[src/rtl/cac_pkg.sv]
package cac_pkg;

  // Tick counters and limit registers
  typedef logic [9:0] tick_t;

  // One time field (hours, minutes or seconds) and a full hh:mm:ss value,
  // index 0 = hours, 1 = minutes, 2 = seconds
  typedef logic [5:0] tval_t;
  typedef tval_t [2:0] hms_t;

  typedef logic [3:0] digit_t;
  typedef logic [1:0] fsel_t;

  typedef enum logic [1:0] {
    MODE_RUN        = 2'd0,
    MODE_TIME_EDIT  = 2'd1,
    MODE_ALARM_EDIT = 2'd2
  } mode_t;

  typedef enum logic [3:0] {
    KEY_NONE       = 4'd0,
    KEY_EDIT_TIME  = 4'd1,
    KEY_EDIT_ALARM = 4'd2,
    KEY_NEXT_FIELD = 4'd3,
    KEY_ARM        = 4'd4,
    KEY_UP         = 4'd5,
    KEY_STEP_DOWN  = 4'd6,
    KEY_COMMIT     = 4'd7,
    KEY_CANCEL     = 4'd8
  } key_t;

  // Configuration register indexes
  localparam logic CfgIdxTicksPerSecond = 1'b0;
  localparam logic CfgIdxTicksPerBlink  = 1'b1;

  localparam tick_t  TicksPerSecondReset = 10'd1000;
  localparam tick_t  TicksPerBlinkReset  = 10'd500;
  localparam digit_t DigitBlank          = 4'd10;
  localparam tval_t  HourMax             = 6'd23;
  localparam tval_t  MinSecMax           = 6'd59;
  localparam tval_t  NoonHour            = 6'd12;
  localparam fsel_t  FieldHours          = 2'd0;
  localparam fsel_t  FieldSeconds        = 2'd2;
  localparam logic [7:0] LedUpperNibble  = 8'hf0;
  localparam logic [7:0] LedLowerNibble  = 8'h0f;
  localparam logic [7:0] LedAllOff       = 8'hff;
  localparam hms_t   TimeReset           = {6'd55, 6'd59, 6'd23};

  typedef struct packed {
    tick_t ticks_per_second;
    tick_t ticks_per_blink;
  } cfg_t;

  typedef struct packed {
    digit_t [5:0] digits;
    logic         buzzer;
    logic [7:0]   led;
    mode_t        mode;
    logic         armed;
  } res_t;

  // Step a field up, wrapping to zero past its maximum
  function automatic tval_t step_up(tval_t v, tval_t vmax);
    return (v >= vmax) ? '0 : tval_t'(v + 6'd1);
  endfunction

  // Step a field down, wrapping to its maximum below zero
  function automatic tval_t step_down(tval_t v, tval_t vmax);
    return (v == '0 || v > vmax) ? vmax : tval_t'(v - 6'd1);
  endfunction

  // Tens digit by reciprocal multiply: (v * 205) >> 11 is exact for v < 1029
  function automatic digit_t tens_of(tval_t v);
    logic [13:0] prod;
    prod = 14'(v) * 14'd205;
    return digit_t'(prod[13:11]);
  endfunction

  function automatic digit_t ones_of(tval_t v);
    tval_t tens10;
    tens10 = tval_t'(tens_of(v)) * 6'd10;
    return digit_t'(v - tens10);
  endfunction

endpackage

[src/rtl/cac_in_if.sv]
interface cac_in_if ();
  logic       valid;
  logic       ready;
  logic       action;
  logic [3:0] key;

  modport source (output valid, action, key, input ready);
  modport sink   (input valid, action, key, output ready);
endinterface

[src/rtl/cac_out_if.sv]
interface cac_out_if import cac_pkg::*; ();
  logic       valid;
  logic       ready;
  digit_t     digit0;
  digit_t     digit1;
  digit_t     digit2;
  digit_t     digit3;
  digit_t     digit4;
  digit_t     digit5;
  logic       buzzer_on;
  logic [7:0] led_out;
  logic [1:0] mode_now;
  logic       alarm_armed;

  modport source (output valid, digit0, digit1, digit2, digit3, digit4, digit5,
                  buzzer_on, led_out, mode_now, alarm_armed, input ready);
  modport sink   (input valid, digit0, digit1, digit2, digit3, digit4, digit5,
                  buzzer_on, led_out, mode_now, alarm_armed, output ready);
endinterface

[src/rtl/cac_core.sv]
module cac_core import cac_pkg::*; (
  input  logic       clk,
  input  logic       rst_n,
  input  logic       accept,
  input  logic       action,
  input  logic [3:0] key,
  input  cfg_t       cfg,
  output res_t       res_nxt
);

  hms_t       cur_r, cur_nxt;
  hms_t       edt_r, edt_nxt;
  hms_t       alm_r, alm_nxt;
  hms_t       eda_r, eda_nxt;
  mode_t      mode_r, mode_nxt;
  fsel_t      fsel_r, fsel_nxt;
  tick_t      sec_cnt_r, sec_cnt_nxt;
  tick_t      blk_cnt_r, blk_cnt_nxt;
  logic       blink_r, blink_nxt;
  logic [7:0] pat_r, pat_nxt;
  logic       armed_r, armed_nxt;
  logic       ring_r, ring_nxt;
  logic       buzz_r, buzz_nxt;
  logic [7:0] led_r, led_nxt;

  logic [10:0] sec_inc, blk_inc;
  fsel_t       sel_cur, sel_new;
  tval_t       sel_max;
  hms_t        shown;

  // Field selection as seen by the step keys (index three folds to seconds)
  assign sel_cur = (fsel_r > FieldSeconds) ? FieldSeconds : fsel_r;
  assign sel_max = (sel_cur == FieldHours) ? HourMax : MinSecMax;
  assign sec_inc = {1'b0, sec_cnt_r} + 11'd1;
  assign blk_inc = {1'b0, blk_cnt_r} + 11'd1;

  // Next state for one transaction
  always_comb begin
    cur_nxt     = cur_r;
    edt_nxt     = edt_r;
    alm_nxt     = alm_r;
    eda_nxt     = eda_r;
    mode_nxt    = mode_r;
    fsel_nxt    = fsel_r;
    sec_cnt_nxt = sec_cnt_r;
    blk_cnt_nxt = blk_cnt_r;
    blink_nxt   = blink_r;
    pat_nxt     = pat_r;
    armed_nxt   = armed_r;
    ring_nxt    = ring_r;
    buzz_nxt    = buzz_r;
    led_nxt     = led_r;
    if (accept) begin
      if (!action) begin
        // Timer tick: seconds counter, then clock advance
        if (sec_inc >= {1'b0, cfg.ticks_per_second}) begin
          sec_cnt_nxt = '0;
          if (cur_r[2] >= MinSecMax) begin
            cur_nxt[2] = '0;
            if (cur_r[1] >= MinSecMax) begin
              cur_nxt[1] = '0;
              cur_nxt[0] = (cur_r[0] >= HourMax) ? '0 : tval_t'(cur_r[0] + 6'd1);
            end else begin
              cur_nxt[1] = tval_t'(cur_r[1] + 6'd1);
            end
          end else begin
            cur_nxt[2] = tval_t'(cur_r[2] + 6'd1);
          end
        end else begin
          sec_cnt_nxt = sec_inc[9:0];
        end
        // Half period: blink phase and LED nibble, chosen by the new hour
        if (blk_inc >= {1'b0, cfg.ticks_per_blink}) begin
          blk_cnt_nxt = '0;
          blink_nxt   = ~blink_r;
          pat_nxt     = pat_r ^ ((cur_nxt[0] >= NoonHour) ? LedUpperNibble : LedLowerNibble);
        end else begin
          blk_cnt_nxt = blk_inc[9:0];
        end
      end else if (key != KEY_NONE) begin
        // Key press: any key silences, then the key's own action
        ring_nxt = 1'b0;
        case (key_t'(key))
          KEY_EDIT_TIME: begin
            edt_nxt  = cur_r;
            mode_nxt = MODE_TIME_EDIT;
          end
          KEY_EDIT_ALARM: begin
            eda_nxt  = alm_r;
            mode_nxt = MODE_ALARM_EDIT;
          end
          KEY_NEXT_FIELD: begin
            if (mode_r == MODE_TIME_EDIT || mode_r == MODE_ALARM_EDIT) begin
              fsel_nxt = (fsel_r >= FieldSeconds) ? FieldHours : fsel_t'(fsel_r + 2'd1);
            end
          end
          KEY_ARM: begin
            armed_nxt = ~armed_r;
          end
          KEY_UP: begin
            if (mode_r == MODE_TIME_EDIT) begin
              edt_nxt[sel_cur] = step_up(edt_r[sel_cur], sel_max);
            end else if (mode_r == MODE_ALARM_EDIT) begin
              eda_nxt[sel_cur] = step_up(eda_r[sel_cur], sel_max);
            end
          end
          KEY_STEP_DOWN: begin
            if (mode_r == MODE_TIME_EDIT) begin
              edt_nxt[sel_cur] = step_down(edt_r[sel_cur], sel_max);
            end else if (mode_r == MODE_ALARM_EDIT) begin
              eda_nxt[sel_cur] = step_down(eda_r[sel_cur], sel_max);
            end
          end
          KEY_COMMIT: begin
            if (mode_r == MODE_TIME_EDIT) begin
              cur_nxt = edt_r;
            end else if (mode_r == MODE_ALARM_EDIT) begin
              alm_nxt = eda_r;
            end
            mode_nxt = MODE_RUN;
          end
          KEY_CANCEL: begin
            mode_nxt = MODE_RUN;
          end
          default: begin
          end
        endcase
      end
      // Alarm check on the updated state
      if (armed_nxt) begin
        if (cur_nxt == alm_nxt) begin
          ring_nxt = 1'b1;
        end
        if (ring_nxt) begin
          buzz_nxt = 1'b1;
          led_nxt  = pat_nxt;
        end
      end else begin
        buzz_nxt = 1'b0;
        led_nxt  = LedAllOff;
      end
    end
  end

  // Result built from the updated state
  assign sel_new = (fsel_nxt > FieldSeconds) ? FieldSeconds : fsel_nxt;

  always_comb begin
    case (mode_nxt)
      MODE_TIME_EDIT:  shown = edt_nxt;
      MODE_ALARM_EDIT: shown = eda_nxt;
      default:         shown = cur_nxt;
    endcase
    for (int i = 0; i < 3; i++) begin
      res_nxt.digits[2*i]   = tens_of(shown[i]);
      res_nxt.digits[2*i+1] = ones_of(shown[i]);
    end
    if ((mode_nxt == MODE_TIME_EDIT || mode_nxt == MODE_ALARM_EDIT) && !blink_nxt) begin
      res_nxt.digits[{sel_new, 1'b0}] = DigitBlank;
      res_nxt.digits[{sel_new, 1'b1}] = DigitBlank;
    end
    res_nxt.buzzer = buzz_nxt;
    res_nxt.led    = led_nxt;
    res_nxt.mode   = mode_nxt;
    res_nxt.armed  = armed_nxt;
  end

  // State registers
  always_ff @(posedge clk) begin
    if (!rst_n) begin
      cur_r     <= TimeReset;
      edt_r     <= '0;
      alm_r     <= '0;
      eda_r     <= '0;
      mode_r    <= MODE_RUN;
      fsel_r    <= FieldHours;
      sec_cnt_r <= '0;
      blk_cnt_r <= '0;
      blink_r   <= 1'b0;
      pat_r     <= '0;
      armed_r   <= 1'b1;
      ring_r    <= 1'b0;
      buzz_r    <= 1'b0;
      led_r     <= LedAllOff;
    end else begin
      cur_r     <= cur_nxt;
      edt_r     <= edt_nxt;
      alm_r     <= alm_nxt;
      eda_r     <= eda_nxt;
      mode_r    <= mode_nxt;
      fsel_r    <= fsel_nxt;
      sec_cnt_r <= sec_cnt_nxt;
      blk_cnt_r <= blk_cnt_nxt;
      blink_r   <= blink_nxt;
      pat_r     <= pat_nxt;
      armed_r   <= armed_nxt;
      ring_r    <= ring_nxt;
      buzz_r    <= buzz_nxt;
      led_r     <= led_nxt;
    end
  end

endmodule

[src/rtl/clock_alarm_controller.sv]
// A result goes straight into the result register when that is free, else into
// the skid entry. One transaction per cycle while the skid entry is empty; the
// state update and digit split sit in one pass between the state registers and
// the result register. A two-entry output stage (result register plus skid)
// keeps input open while one result waits. Synchronous active-low reset: clock
// 23:59:55, alarm armed, limits 1000 and 500 ticks, output stage empty.
module clock_alarm_controller import cac_pkg::*; (
  input  logic       clk,
  input  logic       rst_n,
  cac_in_if.sink     in_ch,
  cac_out_if.source  out_ch,
  input  logic       cfg_we,
  input  logic       cfg_index,
  input  logic [9:0] cfg_data
);

  cfg_t cfg_r;
  res_t res_nxt;
  res_t out_r, skid_r;
  logic out_v_r, skid_v_r;
  logic accept;

  assign in_ch.ready = ~skid_v_r;
  assign accept      = in_ch.valid & in_ch.ready;

  // Configuration registers
  always_ff @(posedge clk) begin
    if (!rst_n) begin
      cfg_r.ticks_per_second <= TicksPerSecondReset;
      cfg_r.ticks_per_blink  <= TicksPerBlinkReset;
    end else if (cfg_we) begin
      case (cfg_index)
        CfgIdxTicksPerSecond: cfg_r.ticks_per_second <= cfg_data;
        CfgIdxTicksPerBlink:  cfg_r.ticks_per_blink  <= cfg_data;
        default: begin
        end
      endcase
    end
  end

  cac_core u_core (
    .clk     (clk),
    .rst_n   (rst_n),
    .accept  (accept),
    .action  (in_ch.action),
    .key     (in_ch.key),
    .cfg     (cfg_r),
    .res_nxt (res_nxt)
  );

  // Output stage: result register with a skid entry behind it
  always_ff @(posedge clk) begin
    if (!rst_n) begin
      out_v_r  <= 1'b0;
      skid_v_r <= 1'b0;
    end else if (!out_v_r || out_ch.ready) begin
      if (skid_v_r) begin
        out_v_r  <= 1'b1;
        skid_v_r <= 1'b0;
      end else begin
        out_v_r  <= accept;
      end
    end else if (accept) begin
      skid_v_r <= 1'b1;
    end
  end

  always_ff @(posedge clk) begin
    if (!out_v_r || out_ch.ready) begin
      if (skid_v_r) begin
        out_r <= skid_r;
      end else if (accept) begin
        out_r <= res_nxt;
      end
    end else if (accept) begin
      skid_r <= res_nxt;
    end
  end

  assign out_ch.valid       = out_v_r;
  assign out_ch.digit0      = out_r.digits[0];
  assign out_ch.digit1      = out_r.digits[1];
  assign out_ch.digit2      = out_r.digits[2];
  assign out_ch.digit3      = out_r.digits[3];
  assign out_ch.digit4      = out_r.digits[4];
  assign out_ch.digit5      = out_r.digits[5];
  assign out_ch.buzzer_on   = out_r.buzzer;
  assign out_ch.led_out     = out_r.led;
  assign out_ch.mode_now    = out_r.mode;
  assign out_ch.alarm_armed = out_r.armed;

endmodule
[src/flat_wrapper.sv]
// flat-port wrapper written by rule: the top's interface ports become plain ports
module clock_alarm_controller_flat import cac_pkg::*;
  (clk, rst_n, cfg_we, cfg_index, cfg_data, in_ch_valid, in_ch_action, in_ch_key, in_ch_ready, out_ch_valid, out_ch_digit0, out_ch_digit1, out_ch_digit2, out_ch_digit3, out_ch_digit4, out_ch_digit5, out_ch_buzzer_on, out_ch_led_out, out_ch_mode_now, out_ch_alarm_armed, out_ch_ready);
  cac_in_if in_ch_i ();
  cac_out_if out_ch_i ();
  input  logic clk;
  input  logic rst_n;
  input  logic cfg_we;
  input  logic cfg_index;
  input  logic [9:0] cfg_data;
  input wire logic [$bits(in_ch_i.valid)-1:0] in_ch_valid;
  input wire logic [$bits(in_ch_i.action)-1:0] in_ch_action;
  input wire logic [$bits(in_ch_i.key)-1:0] in_ch_key;
  output wire logic [$bits(in_ch_i.ready)-1:0] in_ch_ready;
  output wire logic [$bits(out_ch_i.valid)-1:0] out_ch_valid;
  output wire logic [$bits(out_ch_i.digit0)-1:0] out_ch_digit0;
  output wire logic [$bits(out_ch_i.digit1)-1:0] out_ch_digit1;
  output wire logic [$bits(out_ch_i.digit2)-1:0] out_ch_digit2;
  output wire logic [$bits(out_ch_i.digit3)-1:0] out_ch_digit3;
  output wire logic [$bits(out_ch_i.digit4)-1:0] out_ch_digit4;
  output wire logic [$bits(out_ch_i.digit5)-1:0] out_ch_digit5;
  output wire logic [$bits(out_ch_i.buzzer_on)-1:0] out_ch_buzzer_on;
  output wire logic [$bits(out_ch_i.led_out)-1:0] out_ch_led_out;
  output wire logic [$bits(out_ch_i.mode_now)-1:0] out_ch_mode_now;
  output wire logic [$bits(out_ch_i.alarm_armed)-1:0] out_ch_alarm_armed;
  input wire logic [$bits(out_ch_i.ready)-1:0] out_ch_ready;
  assign in_ch_i.valid = in_ch_valid;
  assign in_ch_i.action = in_ch_action;
  assign in_ch_i.key = in_ch_key;
  assign in_ch_ready = in_ch_i.ready;
  assign out_ch_valid = out_ch_i.valid;
  assign out_ch_digit0 = out_ch_i.digit0;
  assign out_ch_digit1 = out_ch_i.digit1;
  assign out_ch_digit2 = out_ch_i.digit2;
  assign out_ch_digit3 = out_ch_i.digit3;
  assign out_ch_digit4 = out_ch_i.digit4;
  assign out_ch_digit5 = out_ch_i.digit5;
  assign out_ch_buzzer_on = out_ch_i.buzzer_on;
  assign out_ch_led_out = out_ch_i.led_out;
  assign out_ch_mode_now = out_ch_i.mode_now;
  assign out_ch_alarm_armed = out_ch_i.alarm_armed;
  assign out_ch_i.ready = out_ch_ready;
  clock_alarm_controller u_core (.clk(clk), .rst_n(rst_n), .in_ch(in_ch_i), .out_ch(out_ch_i), .cfg_we(cfg_we), .cfg_index(cfg_index), .cfg_data(cfg_data));
endmodule
[config.mk]
export PLATFORM = sky130hd
export DESIGN_NAME = clock_alarm_controller_flat
export DESIGN_NICKNAME = d
export VERILOG_FILES = /design/src/rtl/cac_pkg.sv /design/src/rtl/cac_in_if.sv /design/src/rtl/cac_out_if.sv /design/src/rtl/cac_core.sv /design/src/rtl/clock_alarm_controller.sv /design/src/flat_wrapper.sv
export SDC_FILE = /design/constraint.sdc
export NUM_CORES = 1
export LEC_CHECK = 0
export ABC_AREA = 1
export BUFFER_PORTS_ARGS = -buffer_cell sky130_fd_sc_hd__clkbuf_2
export CAP_MARGIN = 20
export CORE_MARGIN = 8
export CORE_UTILIZATION = 40
export CTS_BUF_LIST = sky130_fd_sc_hd__clkbuf_4
export DETAILED_ROUTE_END_ITERATION = 10
export MAX_ROUTING_LAYER = met4
export PLACE_DENSITY_LB_ADDON = 0.12
export SLEW_MARGIN = 20
export SYNTH_ARGS = -nofsm -noshare
export SYNTH_HDL_FRONTEND = slang
export SYNTH_HIERARCHICAL = 1
export SYNTH_SLANG_ARGS = --single-unit
[constraint.sdc]
create_clock -name clk -period 12.35 [get_ports clk]
set_clock_uncertainty 0.2 [all_clocks]
set_input_delay 1.8525 -clock clk [delete_from_list [all_inputs] [get_ports clk]]
set_output_delay 1.8525 -clock clk [all_outputs]
set_load 0.005 [all_outputs]
==> results of run 1 <==
==> final cells by class <==
| cell class | count | area [um^2] | area share [%] |
|---|---|---|---|
| clock buffer | 101 | 758 | 4.39 |
| tap | 518 | 648 | 3.75 |
| timing repair buffer | 72 | 435 | 2.52 |
| sequential | 210 | 4920 | 28.5 |
| multi-input combinational | 1650 | 9090 | 52.6 |
| clock inverter | 12 | 123 | 0.710 |
| antenna | 2 | 5.00 | 0.0290 |
| inverter | 344 | 1290 | 7.47 |
==> registers in the layout, summed over array words and instances, names as in the netlist, 2 cells and up <==
name / cells
u_core/u_core/pat_r: 8
u_core/out_ch.digit4: 4
u_core/out_ch.digit0: 4
u_core/u_core/mode_r: 2
u_core/out_ch.digit1: 4
u_core/out_ch.digit2: 4
u_core/skid_r: 36
u_core/out_ch.mode_now: 2
u_core/out_ch.digit3: 4
u_core/u_core/sec_cnt_r: 10
u_core/u_core/alm_r: 18
u_core/out_ch.led_out: 8
u_core/u_core/led_r: 8
u_core/u_core/fsel_r: 2
u_core/u_core/edt_r: 18
u_core/out_ch.digit5: 4
u_core/u_core/cur_r: 18
u_core/u_core/blk_cnt_r: 10
u_core/cfg_r: 20
u_core/u_core/eda_r: 18
==> routing by layer <==
layer | up-vias | GRT usage [%]
met5 | - | -
met4 | 0 | 9.44
met3 | 109 | 3.75
met2 | 513 | 32.8
met1 | 6980 | 29.6
li1 | 7577 | -
==> cell usage in the layout (no fill, tap or decap), types with 24 or more instances in the layout <==
cell type  instances
o211ai_1          38
nor2_1           167
clkbuf_2          58
nand4_1           24
nand2_1          635
o21ai_0          163
dfxtp_1          138
inv_1            329
clkbuf_4         101
nand3_1          160
o21ai_1           27
edfxtp_1          72
xor2_1            43
a21oi_1          124
ha_1             112
==> worst max-delay path, delay by kind of cell <==
kind / cells / cell delay, ns
AO/OA/AOI/OAI: 6 / 1.17
adder cells (fa/ha/maj): 6 / 2.48
buffers and inverters: 8 / 1.68
AND/OR/NAND/NOR: 14 / 2.08
==> kinds of logic (layout without fill, tap and decap cells) <==
group / after synthesis / after routing / synth area share, %
AND/OR/NAND/NOR: 1067 / 1067 / 29.1
buffers and inverters: 428 / 529 / 10.9
AO/OA/AOI/OAI: 395 / 395 / 14.0
flip-flops: 210 / 210 / 31.3
adder cells (fa/ha/maj): 133 / 133 / 11.6
XOR/XNOR: 55 / 55 / 3.07
other: 0 / 2 / 0
==> power by group <==
part	internal, mW	leakage, nW	total [mW]	switching, mW
registers	0.805	1.76	0.833	0.0282
clock network	0.415	0.519	0.748	0.333
logic	0.281	6.12	0.777	0.496
total	1.50	8.40	2.36	0.857
==> through the flow <==
stage          instances  power [mW]  area [um^2]
2_1_floorplan       2288        1.40        15700
4_1_cts             2905        2.39        17200
5_1_grt             2909        2.55        17300
6_report            2909        2.36        17300
3_5_place_dp        2792        1.62        16300
3_3_place_gp        2792        1.61        16300
==> worst max path at each step <==
| stage | start | endpoint |
|---|---|---|
| after floorplan | in_ch_key[3] | u_core/out_ch.digit1[3] |
| after global placement | in_ch_key[3] | u_core/out_ch.digit5[3] |
| final | in_ch_key[3] | u_core/out_ch.digit3[3] |
| after detailed placement | in_ch_key[3] | u_core/out_ch.digit1[3] |
| after global routing | in_ch_key[3] | u_core/out_ch.digit5[3] |
| after CTS | in_ch_key[3] | u_core/out_ch.digit1[3] |
==> results.cfg, run 1 <==
[outcome]
status = completed

[floorplan]
die-area_um2 = 45900
rows = 72
initial_core_util_pct = 40.6
design.core.area_um2 = 38700
ios = 59
dieWidth_um = 214
die_y_um = 214

[synth]
synth.most_common_cell = nand2_1
avgSynthCellArea_um2 = 6.87
synth.distinct_cells = 56
ys_seq_area_share_pct = 31.3
synth_fp_nets = 2442
synth_cells = 2288
synth_edf_count = 72
synth_top_area_share_pct = 17.6
synth_area_um2 = 15700
ys.flop_type = dfxtp_1
yosys_warnings = 6
async_reset_ff_share_pct = 0
synth_commonest_cells = nand2_1 (635), inv_1 (329), nor2_1 (169)
synth.ff_latch_count = 210
synthTopCellsByArea = dfxtp_1 (18%), nand2_1 (15%), edfxtp_1 (14%), ha_1 (8.9%), inv_1 (7.9%)
yosysTopAreaCell = dfxtp_1

[hold_path]
hp-class = flop to flop
min_path_cells = 2
hp-start = u_core/cfg_r[13]
holdPathEnd = u_core/cfg_r[13]

[cts]
insertion_delay_ns = 0.75
clk_pin_slew_worst_paths_ns = 0.07
cts_buffer_depth = 3
htreeDepth = 3
cts_resized = 0
post-cts-setup-buffers = 0
cts_made_buffers = 66
cts_hold_buf = 0
tritoncts = built
clockRootBuffer = clkbuf_4
clock_sinks = 210

[setup_path]
worstSetupPathType = input pin to flop
worstPathRequired_ns = 12.58
cp.arrival_ns = 9.27
r2r_slack_ns = 3.62
endpoint_kind = flop
cp_common_cell = nand2_1
r2r_start = u_core/u_core/fsel_r[0]
crit_path_max_fanout = 25
timing.rr.end = u_core/out_ch.digit1[3]
cp-start-kind = input pin
slowest_delay_ns = 0.74
reg2reg_depth = 42
cp_slowest_cell = nor2_1

[job]
drv_cap = 0

[timing]
setup_violations = 0
period_share_pct = 73.2
rsz0062_at_grt = no
tns_ns = 0
relSlewSlack_pct = 28.0
tightest_slew_ns = 1.07
max_freq_ghz = 0.111
hold_viol_final = 0
slew_viol_final = 0
worst_slack_ns = 3.31
holdWs_ns = 0.263
fin_crit_ns = 9.04

[global_route]
grt_use_total_pct = 22.2
grt_pass1_wl_um = 80200
grt_max_degree = 87
grt_pass1_vias = 14500
grt_overflow = 0
antenna_found_initial = 2

[detailed_routing]
ant_nets = 0
vias = 15200
routed_via_density = 5.22
top_layer_used = met4
drc = 0
route.met3.wl_um = 3430
drt_iter0_markers = 1327
met1_length_um = 23600
wl_per_cell_um = 17.2
firstDrtPassIters = 5
route.met2.wl_um = 21100
wl_um = 50000

[placed_design]
place_hpwl_um = 37400
dp_slack_ns = 2.72
place_congestion = 0.987
io_buffer_count = 58

[finish]
nets = 2498
area_growth_pct = 9.95
utilization_pct = 44.6
drive_above_1_share_pct = 10.8
n_fill_cell = 4120

[pwr]
pwr_density_cell_nw_per_um2 = 136
power.leakage_nw = 8.40
ir_worst_vdd_mv = 0.0513
No activity file was read; power rests on OpenSTA's default activity.
==> run 2: changes to the inputs <==
==> constraint.sdc (replaced) <==
create_clock -name clk -period 8.1 [get_ports clk]
set_clock_uncertainty 0.2 [all_clocks]
set_input_delay 1.215 -clock clk [delete_from_list [all_inputs] [get_ports clk]]
set_output_delay 1.215 -clock clk [all_outputs]
set_load 0.005 [all_outputs]
==> run 2 against run 1 <==
Net effect:
- final cell count up 1.3%
- first-iteration DRC count up 8.2%
- sequential power up 52%
- clock power up 38%
==> results.cfg, run 2 (synthesis results as in run 1) <==
[finish]
regArea_um2 = 4930
utilization_pct = 45.5
regMostFlops = u_core/skid_r
layout_commonest_cell = nand2_1
multi_input_area_um2 = 9220
area_growth_pct = 12.1
drive_above_1_share_pct = 12.9
top_regs = u_core/skid_r (36), u_core/cfg_r (20)
final_cell_mix = nand2_1 (634), inv_1 (329), nor2_1 (165)
nets = 2531
n_fill_cell = 4086
design_area_um2 = 17600
largest_reg_flops = 36

[detailed_routing]
wl_per_cell_um = 16.7
drt_iter0_markers = 1436
ant_nets = 0
drc = 0
wl_um = 49300
firstDrtPassIters = 5
vias = 15200
routed_via_density = 5.16

[timing]
slew_viol_final = 0
period_share_pct = 92.1
hold_viol_final = 0
relSlewSlack_pct = 37.0
tightest_slew_ns = 0.935
fin_crit_ns = 7.46
max_freq_ghz = 0.134
tns_ns = 0
setup_violations = 0

[global_route]
grt_use_total_pct = 21.4
met2_usage_pct = 31.4
met1_usage_pct = 29.7
antenna_found_initial = 1
grt_util_met3_pct = 3.51
grt_overflow = 0
grt_max_degree = 59
grt_pass1_wl_um = 78100
top_usage_layer = met2
grt_pass1_vias = 14100

[setup_path]
endpoint_kind = flop
slowest_delay_ns = 0.46
cp_common_cell = nand2_1
worstSetupPathType = flop to flop
cp.arrival_ns = 7.71
critPathTopFamily = simple AND/OR/NAND/NOR gates
cp-start-kind = flop
cp_slowest_cell = fa_1
crit_path_max_fanout = 18
worstPathRequired_ns = 8.35
worst-path-buf-inv = 6

[placed_design]
place_congestion = 0.967
place_hpwl_um = 38000
io_buffer_count = 58
dpl_cell_area_um2 = 16600

[job]
drv_cap = 0

[pwr]
power.leakage_nw = 8.56
pwr_density_cell_nw_per_um2 = 199
ir_worst_vdd_mv = 0.106
p_total_mw = 3.50

[cts]
htreeDepth = 2
cts_buffer_depth = 3
clockRootBuffer = clkbuf_4
clock_sinks = 210
clk_pin_slew_worst_paths_ns = 0.08
tritoncts = built
cts_made_buffers = 61
cts_hold_buf = 0
insertion_delay_ns = 0.78

[floorplan]
die_y_um = 214
initial_core_util_pct = 40.6
design.core.area_um2 = 38700
rows = 72
ios = 59
die-area_um2 = 45900
dieWidth_um = 214

[outcome]
status = completed

[hold_path]
hp-class = flop to flop
-- run 2: changes by cell type in the layout (fill, tap and decap cells not counted), sizes merged --
cell,delta
diode,-1
clkinv,+6
inv,-1
bufinv,-2
buf,+38
clkbuf,-2
clkinvlp,-1
-- run 2: area by class of cell --
type                            count  area share [%]
Clock buffer                       99            4.22
Timing Repair Buffer              110            4.04
Clock inverter                     14           0.355
Inverter                          344            7.33
Tap cell                          518            3.68
Antenna cell                        1          0.0142
Sequential cell                   210            28.0
Multi-Input combinational cell   1650            52.4
-- run 2: metal layers --
metal | share of wire, % | up-vias
met3 | 6.5 | 79
met2 | 43 | 517
li1 | - | 7638
met1 | 48 | 6958
met4 | 3.2 | 0
met5 | 0 | -
-- run 2: report_power, final --
part	internal [mW]	total [mW]	switching [mW]
Combinational	0.439	1.20	0.761
Clock	0.550	1.03	0.477
Sequential	1.23	1.27	0.0447
Total	2.22	3.50	1.28
-- run 2: tightest hold or removal path, cell delays in order, from the launching register on --
cell and delay [ns]:
dfxtp_1 0.32, nand2_1 0.05, nand3_1 0.05
-- run 2: timing repair --
item	CTS	global route
setup endpoints to repair	0	12
gates resized for setup	0	44
hold endpoints to repair	0	0
buffers inserted	0	12
-- run 2: path summary, 6_finish.rpt --
check                                              from                 endpoint  depth (start not counted)  slack, ns
worst max-delay path            u_core/u_core/fsel_r[0]  u_core/out_ch.digit5[3]                         49       0.64
worst min-delay path                   u_core/cfg_r[15]         u_core/cfg_r[15]                          2       0.26
worst max register to register  u_core/u_core/fsel_r[0]  u_core/out_ch.digit5[3]                         49       0.64
worst min register to register         u_core/cfg_r[15]         u_core/cfg_r[15]                          2       0.26
-- run 2: through the flow --
step	hold slack (ns)	worst slack, ns	std cells
2_1_floorplan	0.229	0.626	2288
3_3_place_gp	0.246	0.350	2819
3_5_place_dp	0.247	0.194	2820
4_1_cts	0.264	0.232	2933
5_1_grt	0.281	-0.00153	2946
6_report	0.259	0.642	2946
